**src/sv/csd_pkg.sv**
```systemverilog
// Shared types, constants and helpers for the cursor shape decoder.
package csd_pkg;

  localparam int unsigned MaxCursorSideDefault = 64;
  localparam int unsigned SideW     = 7;
  localparam int unsigned IdxW      = 2 * SideW;
  localparam int unsigned OutIdxW   = 12;
  localparam int unsigned CfgIdxW   = 3;
  localparam int unsigned CfgDataW  = 24;
  localparam int unsigned QueueDepth = 4;
  localparam int unsigned QueuePtrW  = $clog2(QueueDepth);

  localparam logic [CfgIdxW-1:0] RegWidth  = 3'd0;
  localparam logic [CfgIdxW-1:0] RegHeight = 3'd1;
  localparam logic [CfgIdxW-1:0] RegMode   = 3'd2;
  localparam logic [CfgIdxW-1:0] RegPixSz  = 3'd3;
  localparam logic [CfgIdxW-1:0] RegMaxes  = 3'd4;
  localparam logic [CfgIdxW-1:0] RegShifts = 3'd5;

  localparam logic [1:0]  PixSzReset  = 2'd2;
  localparam logic [23:0] MaxesReset  = 24'hFFFFFF;
  localparam logic [14:0] ShiftsReset = 15'd4104;

  localparam logic [0:0] KindSource = 1'b0;
  localparam logic [0:0] KindMask   = 1'b1;

  typedef enum logic [1:0] {
    PH_COLOUR,
    PH_SOURCE,
    PH_MASK
  } phase_e;

  // one queued word of work: a bitmap byte to expand, or one raw pixel
  typedef struct packed {
    logic            kind;
    logic            raw;
    logic            done;
    logic [3:0]      count;
    logic [IdxW-1:0] idx;
    logic [7:0]      bits;
    logic [31:0]     fg;
    logic [31:0]     bg;
  } job_t;

  // (x / 255) for x below 65280
  function automatic logic [7:0] div255(input logic [15:0] x);
    logic [16:0] t;
    t = {1'b0, x} + 17'd1 + {9'b0, x[15:8]};
    return t[15:8];
  endfunction

endpackage

```
**src/sv/csd_front.sv**
```systemverilog
// Front end: config registers, byte classification and decode state, job generation.
module csd_front #(
  parameter int unsigned MaxCursorSide = csd_pkg::MaxCursorSideDefault
) (
  input  logic                          clk_i,
  input  logic                          rst_ni,
  input  logic                          cfg_valid_i,
  output logic                          cfg_ready_o,
  input  logic [csd_pkg::CfgIdxW-1:0]   cfg_index_i,
  input  logic [csd_pkg::CfgDataW-1:0]  cfg_data_i,
  input  logic                          byte_valid_i,
  output logic                          byte_ready_o,
  input  logic [7:0]                    byte_i,
  input  logic                          queue_full_i,
  output logic                          push_o,
  output csd_pkg::job_t                 job_o
);

  localparam int unsigned IdxW = csd_pkg::IdxW;

  logic [6:0]  width_q, height_q;
  logic        mode_q;
  logic [1:0]  pixsz_q;
  logic [23:0] maxes_q;
  logic [14:0] shifts_q;

  csd_pkg::phase_e phase_q, phase_d;
  logic [2:0]      ccnt_q, ccnt_d;
  logic [31:0]     fg_q, fg_d, bg_q, bg_d;
  logic [6:0]      row_q, row_d;
  logic [3:0]      rbc_q, rbc_d;
  logic [31:0]     asm_q, asm_d;
  logic [1:0]      bip_q, bip_d;
  logic [IdxW-1:0] npi_q, npi_d;

  logic            cfg_we, accept, mode_new;
  logic [6:0]      w, h;
  logic [13:0]     area;
  logic [4:0]      bpr;
  logic [6:0]      col;
  logic [3:0]      n;
  logic            last_row;
  logic [4:0]      rbc_inc;
  logic [7:0]      row_inc;
  logic [1:0]      ch;
  logic [7:0]      maxv, scaled;
  logic [4:0]      sh;
  logic [15:0]     prod;
  logic [31:0]     pix, pmask, asm_new;
  logic [2:0]      pbytes, bip_inc;
  logic            kind;

  assign cfg_ready_o  = 1'b1;
  assign byte_ready_o = !queue_full_i;
  assign cfg_we = cfg_valid_i && (cfg_index_i <= csd_pkg::RegShifts);
  assign accept = byte_valid_i && !queue_full_i;

  always_ff @(posedge clk_i or negedge rst_ni) begin
    if (!rst_ni) begin
      width_q  <= '0;
      height_q <= '0;
      mode_q   <= 1'b0;
      pixsz_q  <= csd_pkg::PixSzReset;
      maxes_q  <= csd_pkg::MaxesReset;
      shifts_q <= csd_pkg::ShiftsReset;
    end else if (cfg_valid_i) begin
      case (cfg_index_i)
        csd_pkg::RegWidth:  width_q  <= cfg_data_i[6:0];
        csd_pkg::RegHeight: height_q <= cfg_data_i[6:0];
        csd_pkg::RegMode:   mode_q   <= cfg_data_i[0];
        csd_pkg::RegPixSz:  pixsz_q  <= cfg_data_i[1:0];
        csd_pkg::RegMaxes:  maxes_q  <= cfg_data_i[23:0];
        csd_pkg::RegShifts: shifts_q <= cfg_data_i[14:0];
        default: ;
      endcase
    end
  end

  assign w = (int'(width_q) > int'(MaxCursorSide)) ? 7'(MaxCursorSide) : width_q;
  assign h = (int'(height_q) > int'(MaxCursorSide)) ? 7'(MaxCursorSide) : height_q;
  assign area = {7'b0, w} * {7'b0, h};
  assign bpr  = 5'(({2'b0, w} + 9'd7) >> 3);
  assign col  = {rbc_q[3:0], 3'b000};
  assign rbc_inc = {1'b0, rbc_q} + 5'd1;
  assign row_inc = {1'b0, row_q} + 8'd1;
  assign last_row = (rbc_inc == bpr) && (row_inc == {1'b0, h});

  always_comb begin
    if (col >= w) n = 4'd0;
    else if (w - col > 7'd8) n = 4'd8;
    else n = 4'(w - col);
  end

  // colour channel scaling
  assign ch = (ccnt_q >= 3'd3) ? 2'(ccnt_q - 3'd3) : ccnt_q[1:0];
  always_comb begin
    case (ch)
      2'd0:    begin maxv = maxes_q[23:16]; sh = shifts_q[14:10]; end
      2'd1:    begin maxv = maxes_q[15:8];  sh = shifts_q[9:5];   end
      default: begin maxv = maxes_q[7:0];   sh = shifts_q[4:0];   end
    endcase
  end
  assign prod   = {8'b0, byte_i} * {8'b0, maxv} + 16'd127;
  assign scaled = csd_pkg::div255(prod);
  assign pix    = {24'b0, scaled} << sh;

  always_comb begin
    case (pixsz_q)
      2'd0:    begin pbytes = 3'd1; pmask = 32'h0000_00FF; end
      2'd1:    begin pbytes = 3'd2; pmask = 32'h0000_FFFF; end
      default: begin pbytes = 3'd4; pmask = 32'hFFFF_FFFF; end
    endcase
  end
  assign asm_new = asm_q | ({24'b0, byte_i} << {bip_q, 3'b000});
  assign bip_inc = {1'b0, bip_q} + 3'd1;
  assign kind    = (phase_q == csd_pkg::PH_MASK);
  assign mode_new = (cfg_index_i == csd_pkg::RegMode) ? cfg_data_i[0] : mode_q;

  always_comb begin
    phase_d = phase_q;
    ccnt_d  = ccnt_q;
    fg_d    = fg_q;
    bg_d    = bg_q;
    row_d   = row_q;
    rbc_d   = rbc_q;
    asm_d   = asm_q;
    bip_d   = bip_q;
    npi_d   = npi_q;
    push_o  = 1'b0;
    job_o.kind  = kind;
    job_o.raw   = 1'b0;
    job_o.done  = kind && last_row;
    job_o.count = n;
    job_o.idx   = npi_q;
    job_o.bits  = byte_i;
    job_o.fg    = fg_q & pmask;
    job_o.bg    = bg_q & pmask;

    if (cfg_we) begin
      phase_d = mode_new ? csd_pkg::PH_COLOUR : csd_pkg::PH_SOURCE;
      ccnt_d = '0; fg_d = '0; bg_d = '0; row_d = '0; rbc_d = '0;
      asm_d = '0; bip_d = '0; npi_d = '0;
    end else if (accept && w != 7'd0 && h != 7'd0) begin
      if (phase_q == csd_pkg::PH_COLOUR) begin
        if (ccnt_q < 3'd3) fg_d = fg_q | pix;
        else bg_d = bg_q | pix;
        if (ccnt_q == 3'd5) begin
          ccnt_d  = '0;
          phase_d = csd_pkg::PH_SOURCE;
        end else begin
          ccnt_d = ccnt_q + 3'd1;
        end
      end else if (phase_q == csd_pkg::PH_SOURCE && !mode_q) begin
        if (bip_inc < pbytes) begin
          asm_d = asm_new;
          bip_d = bip_inc[1:0];
        end else begin
          push_o      = 1'b1;
          job_o.raw   = 1'b1;
          job_o.done  = 1'b0;
          job_o.count = 4'd1;
          job_o.fg    = asm_new & pmask;
          asm_d = '0;
          bip_d = '0;
          npi_d = npi_q + IdxW'(1);
          if (npi_q + IdxW'(1) >= area) begin
            phase_d = csd_pkg::PH_MASK;
            npi_d = '0;
            row_d = '0;
            rbc_d = '0;
          end
        end
      end else begin
        push_o = (n != 4'd0);
        npi_d  = npi_q + IdxW'(n);
        rbc_d  = rbc_inc[3:0];
        if (rbc_inc >= bpr) begin
          rbc_d = '0;
          row_d = row_inc[6:0];
          if (row_inc >= {1'b0, h}) begin
            if (!kind) begin
              phase_d = csd_pkg::PH_MASK;
              row_d = '0;
              npi_d = '0;
            end else begin
              phase_d = mode_q ? csd_pkg::PH_COLOUR : csd_pkg::PH_SOURCE;
              ccnt_d = '0; fg_d = '0; bg_d = '0; row_d = '0;
              asm_d = '0; bip_d = '0; npi_d = '0;
            end
          end
        end
      end
    end
  end

  always_ff @(posedge clk_i or negedge rst_ni) begin
    if (!rst_ni) begin
      phase_q <= csd_pkg::PH_SOURCE;
      ccnt_q  <= '0;
      fg_q    <= '0;
      bg_q    <= '0;
      row_q   <= '0;
      rbc_q   <= '0;
      asm_q   <= '0;
      bip_q   <= '0;
      npi_q   <= '0;
    end else begin
      phase_q <= phase_d;
      ccnt_q  <= ccnt_d;
      fg_q    <= fg_d;
      bg_q    <= bg_d;
      row_q   <= row_d;
      rbc_q   <= rbc_d;
      asm_q   <= asm_d;
      bip_q   <= bip_d;
      npi_q   <= npi_d;
    end
  end

endmodule

```
**src/sv/csd_queue.sv**
```systemverilog
// Small job queue between the front and back ends.
module csd_queue (
  input  logic          clk_i,
  input  logic          rst_ni,
  input  logic          push_i,
  input  csd_pkg::job_t job_i,
  output logic          full_o,
  input  logic          pop_i,
  output logic          not_empty_o,
  output csd_pkg::job_t head_o
);

  localparam int unsigned PtrW = csd_pkg::QueuePtrW;

  csd_pkg::job_t mem_q [csd_pkg::QueueDepth];
  logic [PtrW-1:0] wr_q, rd_q;
  logic [PtrW:0]   cnt_q;

  assign full_o      = (cnt_q == (PtrW+1)'(csd_pkg::QueueDepth));
  assign not_empty_o = (cnt_q != '0);
  assign head_o      = mem_q[rd_q];

  always_ff @(posedge clk_i) begin
    if (push_i) mem_q[wr_q] <= job_i;
  end

  always_ff @(posedge clk_i or negedge rst_ni) begin
    if (!rst_ni) begin
      wr_q  <= '0;
      rd_q  <= '0;
      cnt_q <= '0;
    end else begin
      if (push_i) wr_q <= wr_q + PtrW'(1);
      if (pop_i)  rd_q <= rd_q + PtrW'(1);
      cnt_q <= cnt_q + (PtrW+1)'(push_i) - (PtrW+1)'(pop_i);
    end
  end

endmodule

```
**src/sv/csd_back.sv**
```systemverilog
// Back end: expands queued jobs into registered result words, one per cycle unless stalled.
module csd_back (
  input  logic                          clk_i,
  input  logic                          rst_ni,
  input  logic                          not_empty_i,
  input  csd_pkg::job_t                 head_i,
  output logic                          pop_o,
  output logic                          m_axis_tvalid,
  input  logic                          m_axis_tready,
  output logic [csd_pkg::OutIdxW-1:0]   out_idx_o,
  output logic [31:0]                   out_value_o,
  output logic                          out_kind_o,
  output logic                          out_last_o,
  output logic                          out_done_o
);

  logic [2:0]  b_q;
  logic        valid_q;
  logic        load, last, bit_v;
  logic [31:0] value;
  logic [csd_pkg::IdxW-1:0] idx;

  assign load  = not_empty_i && (!valid_q || m_axis_tready);
  assign last  = ({1'b0, b_q} + 4'd1) == head_i.count;
  assign pop_o = load && last;
  assign bit_v = head_i.bits[3'd7 - b_q];
  assign idx   = head_i.idx + csd_pkg::IdxW'(b_q);

  always_comb begin
    if (head_i.raw) value = head_i.fg;
    else if (head_i.kind == csd_pkg::KindMask) value = {31'b0, bit_v};
    else value = bit_v ? head_i.fg : head_i.bg;
  end

  always_ff @(posedge clk_i or negedge rst_ni) begin
    if (!rst_ni) begin
      valid_q <= 1'b0;
      b_q     <= '0;
    end else begin
      if (load) valid_q <= 1'b1;
      else if (m_axis_tready) valid_q <= 1'b0;
      if (load) b_q <= last ? 3'd0 : b_q + 3'd1;
    end
  end

  always_ff @(posedge clk_i) begin
    if (load) begin
      out_idx_o   <= idx[csd_pkg::OutIdxW-1:0];
      out_value_o <= value;
      out_kind_o  <= head_i.kind;
      out_last_o  <= last;
      out_done_o  <= head_i.done && last;
    end
  end

  assign m_axis_tvalid = valid_q;

endmodule

```
**src/sv/cursor_shape_decoder.sv**
```systemverilog
// Cursor shape decoder top level: byte stream in, pixel and mask words out.
//
// Takes one shape byte per cycle while the four-entry job queue has room.
// Colour bytes and partial raw-pixel bytes give no output; a complete raw
// pixel gives one word; a bitmap byte (source or mask) gives up to eight
// words, one per pixel covered. The back end emits one word per cycle while
// the output is accepted; the input stalls only when the queue fills behind
// the back end. Output words sit in a register, so the input keeps moving
// while a word waits. A zero width or height makes every byte pass without
// output. A write to any of the six defined registers restarts decoding at
// the start of a shape, as does the final mask byte.
module cursor_shape_decoder #(
  parameter int unsigned MaxCursorSide = csd_pkg::MaxCursorSideDefault
) (
  input  logic                          clk_i,
  input  logic                          rst_ni,
  input  logic                          cfg_valid_i,
  output logic                          cfg_ready_o,
  input  logic [csd_pkg::CfgIdxW-1:0]   cfg_index_i,
  input  logic [csd_pkg::CfgDataW-1:0]  cfg_data_i,
  input  logic                          s_axis_tvalid,
  output logic                          s_axis_tready,
  input  logic [7:0]                    s_axis_tdata,  // data_byte
  output logic                          m_axis_tvalid,
  input  logic                          m_axis_tready,
  output logic [47:0]                   m_axis_tdata,  // pixel_index, item_value, zero pad
  output logic [1:0]                    m_axis_tuser,  // item_kind, shape_done
  output logic                          m_axis_tlast   // last_of_run
);

  logic          full, push, not_empty, pop;
  csd_pkg::job_t job, head;
  logic [csd_pkg::OutIdxW-1:0] out_idx;
  logic [31:0]   out_value;
  logic          out_kind, out_last, out_done;

  csd_front #(
    .MaxCursorSide(MaxCursorSide)
  ) u_front (
    .clk_i        (clk_i),
    .rst_ni       (rst_ni),
    .cfg_valid_i  (cfg_valid_i),
    .cfg_ready_o  (cfg_ready_o),
    .cfg_index_i  (cfg_index_i),
    .cfg_data_i   (cfg_data_i),
    .byte_valid_i (s_axis_tvalid),
    .byte_ready_o (s_axis_tready),
    .byte_i       (s_axis_tdata),
    .queue_full_i (full),
    .push_o       (push),
    .job_o        (job)
  );

  csd_queue u_queue (
    .clk_i       (clk_i),
    .rst_ni      (rst_ni),
    .push_i      (push),
    .job_i       (job),
    .full_o      (full),
    .pop_i       (pop),
    .not_empty_o (not_empty),
    .head_o      (head)
  );

  csd_back u_back (
    .clk_i         (clk_i),
    .rst_ni        (rst_ni),
    .not_empty_i   (not_empty),
    .head_i        (head),
    .pop_o         (pop),
    .m_axis_tvalid (m_axis_tvalid),
    .m_axis_tready (m_axis_tready),
    .out_idx_o     (out_idx),
    .out_value_o   (out_value),
    .out_kind_o    (out_kind),
    .out_last_o    (out_last),
    .out_done_o    (out_done)
  );

  assign m_axis_tdata = {4'b0, out_value, out_idx};
  assign m_axis_tuser = {out_done, out_kind};
  assign m_axis_tlast = out_last;

endmodule

```
**config.mk**
```make
export PLATFORM = sky130hd
export DESIGN_NAME = cursor_shape_decoder
export DESIGN_NICKNAME = d
export VERILOG_FILES = /design/src/sv/csd_pkg.sv /design/src/sv/csd_front.sv /design/src/sv/csd_queue.sv /design/src/sv/csd_back.sv /design/src/sv/cursor_shape_decoder.sv
export SDC_FILE = /design/constraint.sdc
export NUM_CORES = 1
export LEC_CHECK = 0
export ABC_AREA = 1
export BUFFER_PORTS_ARGS = -buffer_cell sky130_fd_sc_hd__clkbuf_2
export CORE_AREA = 8 8 252 254
export CTS_CLUSTER_SIZE = 20
export DETAILED_ROUTE_END_ITERATION = 10
export DIE_AREA = 0 0 260 262
export PLACE_DENSITY = 0.75
export SLEW_MARGIN = 10
export SYNTH_ARGS = -nofsm -noshare
export SYNTH_HDL_FRONTEND = slang
export SYNTH_HIERARCHICAL = 1
export SYNTH_SLANG_ARGS = --single-unit
export TNS_END_PERCENT = 30
```
**constraint.sdc**
```tcl
create_clock -name clk_i -period 13.35 [get_ports clk_i]
set_input_delay 0 -clock clk_i [delete_from_list [all_inputs] [get_ports clk_i]]
set_output_delay 0 -clock clk_i [all_outputs]
set_load 0.03 [all_outputs]
```
==> flow_summary_export.csv, run 1 <==
group,metric,value,unit
outcome,status,"finished, final reports clean",
die,die_y,262,microns
die,io_pins,94,
route,wirelength,83580,microns
route,drt-pass1-iter-count,5,
global_routing,grt_max_degree,112,
route,ant_nets,0,
timing,skew,31.86,ps
job,max_cap_violations,0,
timing,finalSetupViolations,0,
clocking,cts_buffer_depth,3,
clocking,clock_latency,610,ps
clocking,cts-root-buf,"clkbuf_16",
clocking,h-tree-depth,3,
setup_path,path_max_fanout,15,
finish,multi_input_area,13330,sq um
clocking,cts_buffers,66,
setup_path,path_common_cell,"nand2_1",
timing,finalHoldViolCount,0,
timing,period_needed,8276,ps
finish,drive_gt1_frac,0.09001,
global_routing,grt_pass1_wl,135400,microns
setup_path,cp_slowest_cell,"nor2_1",
timing,period_share,0.6199,
setup_path,path_class,"flop to flop",
timing,rsz0062_at_grt,"false",
clocking,post_cts_resized,0,
timing,setup_tns,0,ps
synth,yosys_warnings,6,
setup_path,r2r_end,"u_front/fg_q[26]$_DFFE_PN0P_",
global_routing,grt_overflow,0,
die,num_rows,90,
setup_path,startpoint,"u_front/ccnt_q[0]$_DFFE_PN0P_",
finish,ff_latch_area,17260,sq um
setup_path,timing.rr.start,"u_front/ccnt_q[0]$_DFFE_PN0P_",
finish,diodes,0,
die,coreArea,59570,sq um
placement,place.gp.congestion,0.8826,
finish,nFillCells,4739,
die,die_w,260,microns
timing,clock.fmax,120.8,MHz
global_routing,grt_pass1_vias,26232,
global_routing,grt_antenna_before_repair,1,
finish,area_growth,9.520,%
synth,syn_inst,4030,
setup_path,slowest_delay,630,ps
finish,fin_nets,4324,
setup_path,r2r_cells,41,
finish,stdcell_count,4926,
route,vias,26790,
setup_path,cp-endpoint,"u_front/fg_q[26]$_DFFE_PN0P_",
route,drcViolationCount,0,
timing,whs,63.29,ps
setup_path,critPathArrivalTime,8780,ps
clocking,cts_tree,"done",
setup_path,required,13850,ps
hold_path,hp-class,"input pin to async pin",
timing,worstMarginPinSlew,1062,ps
placement,dp_cells,4764,
setup_path,startpoint_type,"flop",
finish,utilization,0.6410,
placement,io_buffers,88,
die,floorplan.initialDensity,0.5853,
timing,slew-limit-headroom,0.2894,
route,drt-vias-per-instance,5.438,
placement,dp_hpwl,55080,microns
route,drt_first_iter_violations,2855,
route,wl_per_cell,16.97,microns
timing,slew_violations,0,
clocking,clock-sinks,606,
clocking,clkSlewWorstSetupHoldPaths,60,ps
global_routing,grt.total_usage,0.2463,
synth,synth_area,34870,sq um
synth,avgSynthCellArea,8.652,sq um
setup_path,end_kind,"flop",
setup_path,r2r_slack,5070,ps
die,die_area,68120,sq um
## layer usage
layer / track usage / vias to the layer above / share of wire
li1: - / 12873 / -
met1: 0.3297 / 12664 / 0.42
met2: 0.4093 / 1077 / 0.48
met3: 0.03283 / 176 / 0.074
met4: 0.09104 / 0 / 0.029
met5: 0 / - / 0
## cells in the final DEF (no fill, tap or decap), types with 6 or more instances in the layout
| master | n |
|---|---|
| clkinv_2 | 14 |
| fa_1 | 70 |
| xor2_1 | 55 |
| dlygate4sd3_1 | 40 |
| edfxtp_1 | 411 |
| nand4_1 | 80 |
| ha_1 | 123 |
| clkinv_1 | 10 |
| o211ai_1 | 6 |
| nor2_2 | 15 |
| nand3_1 | 395 |
| a21oi_1 | 135 |
| nand2_2 | 33 |
| nor2_1 | 158 |
| inv_6 | 6 |
| conb_1 | 6 |
| bufinv_16 | 6 |
| xnor2_1 | 9 |
| nor3_1 | 17 |
| clkbuf_1 | 15 |
| o21ai_0 | 179 |
| inv_1 | 873 |
| nand2_1 | 964 |
| nand3_2 | 24 |
| o21ai_1 | 6 |
| buf_4 | 27 |
| dfstp_2 | 28 |
| dfrtp_1 | 165 |
| o221ai_1 | 7 |
| clkbuf_2 | 87 |
| a21oi_2 | 8 |
| o22ai_1 | 16 |
| inv_2 | 10 |
| clkbuf_16 | 67 |
| a31oi_1 | 7 |
| mux2_2 | 8 |
## state kept, by name, indices dropped and copies added (netlist names), 4 cells and up
name and cells:
u_front/height_q 7, u_back/out_idx_o 12, u_front/fg_q 32, u_front/row_q 7
u_front/asm_q 32, u_front/npi_q 14, u_queue/mem_q 364, u_front/shifts_q 15
u_back/out_value_o 32, u_front/maxes_q 24, u_front/rbc_q 4, u_front/bg_q 32
u_front/width_q 7
## what timing repair did
action | 4_1_cts | 5_1_grt
endpoints found under the hold margin | 150 | 0
setup buffers | 0 | 0
setup endpoints to repair | 0 | 0
hold buffers | 41 | 0
## critical path, delay by kind of cell (launching register included)
kind,cells,cell delay (ps)
simple gates,22,2980
fa+ha+maj,8,3220
flops,1,440
compound gates,5,970
buf+inv,6,570
## final cells by class
class,instances,area share
Sequential cell,606,0.4521
Multi-Input combinational cell,2367,0.3490
Inverter,894,0.08837
Clock buffer,86,0.04682
Timing Repair Buffer,156,0.02828
Tap cell,782,0.02562
Clock inverter,35,0.009862
## through the flow
| step | worst slack (ps) | instance area (sq um) |
|---|---|---|
| after floorplan | 6425 | 34880 |
| after global placement | 5329 | 35590 |
| after detailed placement | 5211 | 35590 |
| after CTS | 5170 | 38190 |
| after global routing | 4277 | 38190 |
| final | 5074 | 38190 |
## worst min path at each step
stage / from / to / slack (ps) / depth (start not counted)
2_1_floorplan: rst_ni / u_back/b_q[0]$_DFFE_PN0P_ / -300 / 0
3_3_place_gp: rst_ni / u_front/row_q[0]$_DFFE_PN0P_ / 30 / 1
3_5_place_dp: rst_ni / u_front/row_q[2]$_DFFE_PN0P_ / 20 / 1
4_1_cts: rst_ni / u_front/maxes_q[4]$_DFFE_PN1P_ / 40 / 2
5_1_grt: rst_ni / u_front/maxes_q[9]$_DFFE_PN1P_ / 80 / 2
6_report: rst_ni / u_front/maxes_q[19]$_DFFE_PN1P_ / 60 / 2
Power of run 1 is not shown: default switching activity piles up to over one toggle a cycle in this logic, so the estimate is an artifact.
==> run 2: changes to the inputs <==
ABC_AREA = 0   (was 1)
CORE_AREA = 8 8 247 249   (was 8 8 252 254)
DIE_AREA = 0 0 255 257   (was 0 0 260 262)
clock period = 7.3 ns   (was 13.35 ns; I/O delays follow)
==> run 2 against run 1 <==
  * The run now ends with negative setup slack left
  * Global-route usage down 0.79 points
  * Via count fell by 19%
  * Sequential share of layout area is 1.0 points higher
  * Flip-flop and latch count stayed put
  * Die area decreased by 3.8%
  * Setup slack worse by 5700 ps
  * Final area down 2.2%
  * Clock-buffer cell count decreased by 6
  * Critical path depth down 4
  * Synthesized area shrank 8.7%
  * Wire length shrank 5.9%
  * First-iteration DRC count is 35% lower
==> flow_summary_export.csv, run 2 <==
group,metric,value,unit
finish,ff_latch_area,17270,sq um
die,io_pins,94,
global_routing,grt.total_usage,0.2384,
clocking,clkSlewWorstSetupHoldPaths,70,ps
global_routing,grt_antenna_before_repair,0,
route,wl_per_cell,22.00,microns
setup_path,path_max_fanout,6,
timing,rsz0062_at_grt,"true",
setup_path,end_kind,"flop",
setup_path,cp_top_family,"adder cells",
placement,place.gp.congestion,0.9219,
timing,clock.fmax,126.4,MHz
timing,slew-limit-headroom,0.1556,
finish,nFillCells,4143,
finish,diodes,0,
setup_path,critPathArrivalTime,8420,ps
placement,dp_hpwl,52790,microns
placement,dp_cells,3393,
placement,placed_area,33940,sq um
timing,finalHoldViolCount,0,
timing,period_needed,7912,ps
clocking,h-tree-depth,2,
finish,largest_reg_flops,364,
synth,syn_inst,2521,
route,wirelength,78680,microns
finish,final_cell_area,37330,sq um
synth,synth_area,31830,sq um
timing,whs,12.65,ps
die,die_y,257,microns
route,ant_nets,0,
placement,dp_slack,-894.3,ps
setup_path,required,7810,ps
finish,final_cell_mix,"411 x edfxtp_1, 182 x a21oi_1, 180 x buf_4",
clocking,clock-sinks,606,
setup_path,path_class,"flop to flop",
finish,final_common_cell,"edfxtp_1",
clocking,cts_buffer_depth,3,
timing,finalSetupViolations,62,
route,vias,21746,
finish,area_growth,17.29,%
synth,yosys_warnings,6,
synth,avgSynthCellArea,12.63,sq um
timing,period_share,1.084,
timing,worstMarginPinSlew,1267,ps
setup_path,startpoint_type,"flop",
route,drcViolationCount,0,
outcome,violations,"negative setup slack",
hold_path,hp-class,"input pin to async pin",
die,coreArea,57030,sq um
die,die_area,65540,sq um
route,drt_first_iter_violations,1865,
finish,stdcell_count,3576,
clocking,cts-root-buf,"clkbuf_16",
global_routing,grt_pass1_wl,123700,microns
clocking,clock_latency,630,ps
timing,fin_ws,-611.7,ps
setup_path,path_common_cell,"buf_6",
route,drt-pass1-iter-count,6,
global_routing,grt_max_degree,117,
clocking,cts_buffers,60,
finish,multi_input_area,14110,sq um
die,num_rows,88,
global_routing,grt_pass1_vias,22077,
finish,drive_gt1_frac,0.2686,
route,drt-vias-per-instance,6.081,
outcome,status,"finished with violations",
job,max_cap_violations,0,
finish,top_register,"u_queue/mem_q",
timing,skew,21.35,ps
setup_path,slowest_delay,500,ps
setup_path,cp_slowest_cell,"fa_1",
setup_path,critPathBufInv,8,
die,floorplan.initialDensity,0.5580,
timing,slew_violations,0,
global_routing,grt_overflow,0,
clocking,cts_tree,"done",
placement,io_buffers,88,
finish,fin_nets,2993,
die,die_w,255,microns
run 2: area by class of cell:
cell class                      instances  area share
Tap cell                              765     0.02564
Clock buffer                           80     0.04398
Inverter                              156     0.01569
Timing Repair Buffer                  320     0.06442
Clock inverter                         33    0.009854
Sequential cell                       606      0.4625
Multi-Input combinational cell       1616      0.3779
run 2: through the flow:
stage               setup TNS, ps    util
floorplan                  -20020       -
CTS                        -26300  0.6475
finish                     -31350  0.6545
global placement           -35980  0.5950
detailed placement         -46010  0.5950
global route               -48660  0.6545
run 2: per-layer routing:
| layer | vias to the layer above | track usage | wire length, microns |
|---|---|---|---|
| li1 | 9734 | - | - |
| met1 | 11046 | 0.3193 | 32470 |
| met2 | 837 | 0.4062 | 39270 |
| met3 | 129 | 0.03054 | 4842 |
| met4 | 0 | 0.06731 | 2094 |
| met5 | - | 0 | 0 |
run 2: path summary, 6_finish.rpt:
kind	from	to	slack (ps)	cells past startpoint
worst max-delay path	u_front/ccnt_q[0]$_DFFE_PN0P_	u_front/fg_q[26]$_DFFE_PN0P_	-610	37
worst min-delay path	rst_ni	u_back/m_axis_tvalid$_DFFE_PN0P_	10	2
worst max register to register	u_front/ccnt_q[0]$_DFFE_PN0P_	u_front/fg_q[26]$_DFFE_PN0P_	-610	37
worst min register to register	u_front/bg_q[26]$_DFFE_PN0P_	u_front/bg_q[26]$_DFFE_PN0P_	470	2
max in group asynchronous	rst_ni	u_queue/rd_q[0]$_DFFE_PN0P_	5550	3
min in group clk_i	s_axis_tdata[1]	u_queue/mem_q[3][65]$_DFFE_PP_	40	2
run 2: timing repair:
action                     4_1_cts  5_1_grt
hold buffers                    33        0
setup endpoints to repair       64       89
pin swaps                       48       20
hold endpoints to repair       186        0
gates resized for setup         73       61
gates cloned                     1        0
setup buffers                   29       10
Power of run 2 is left out for the same reason.
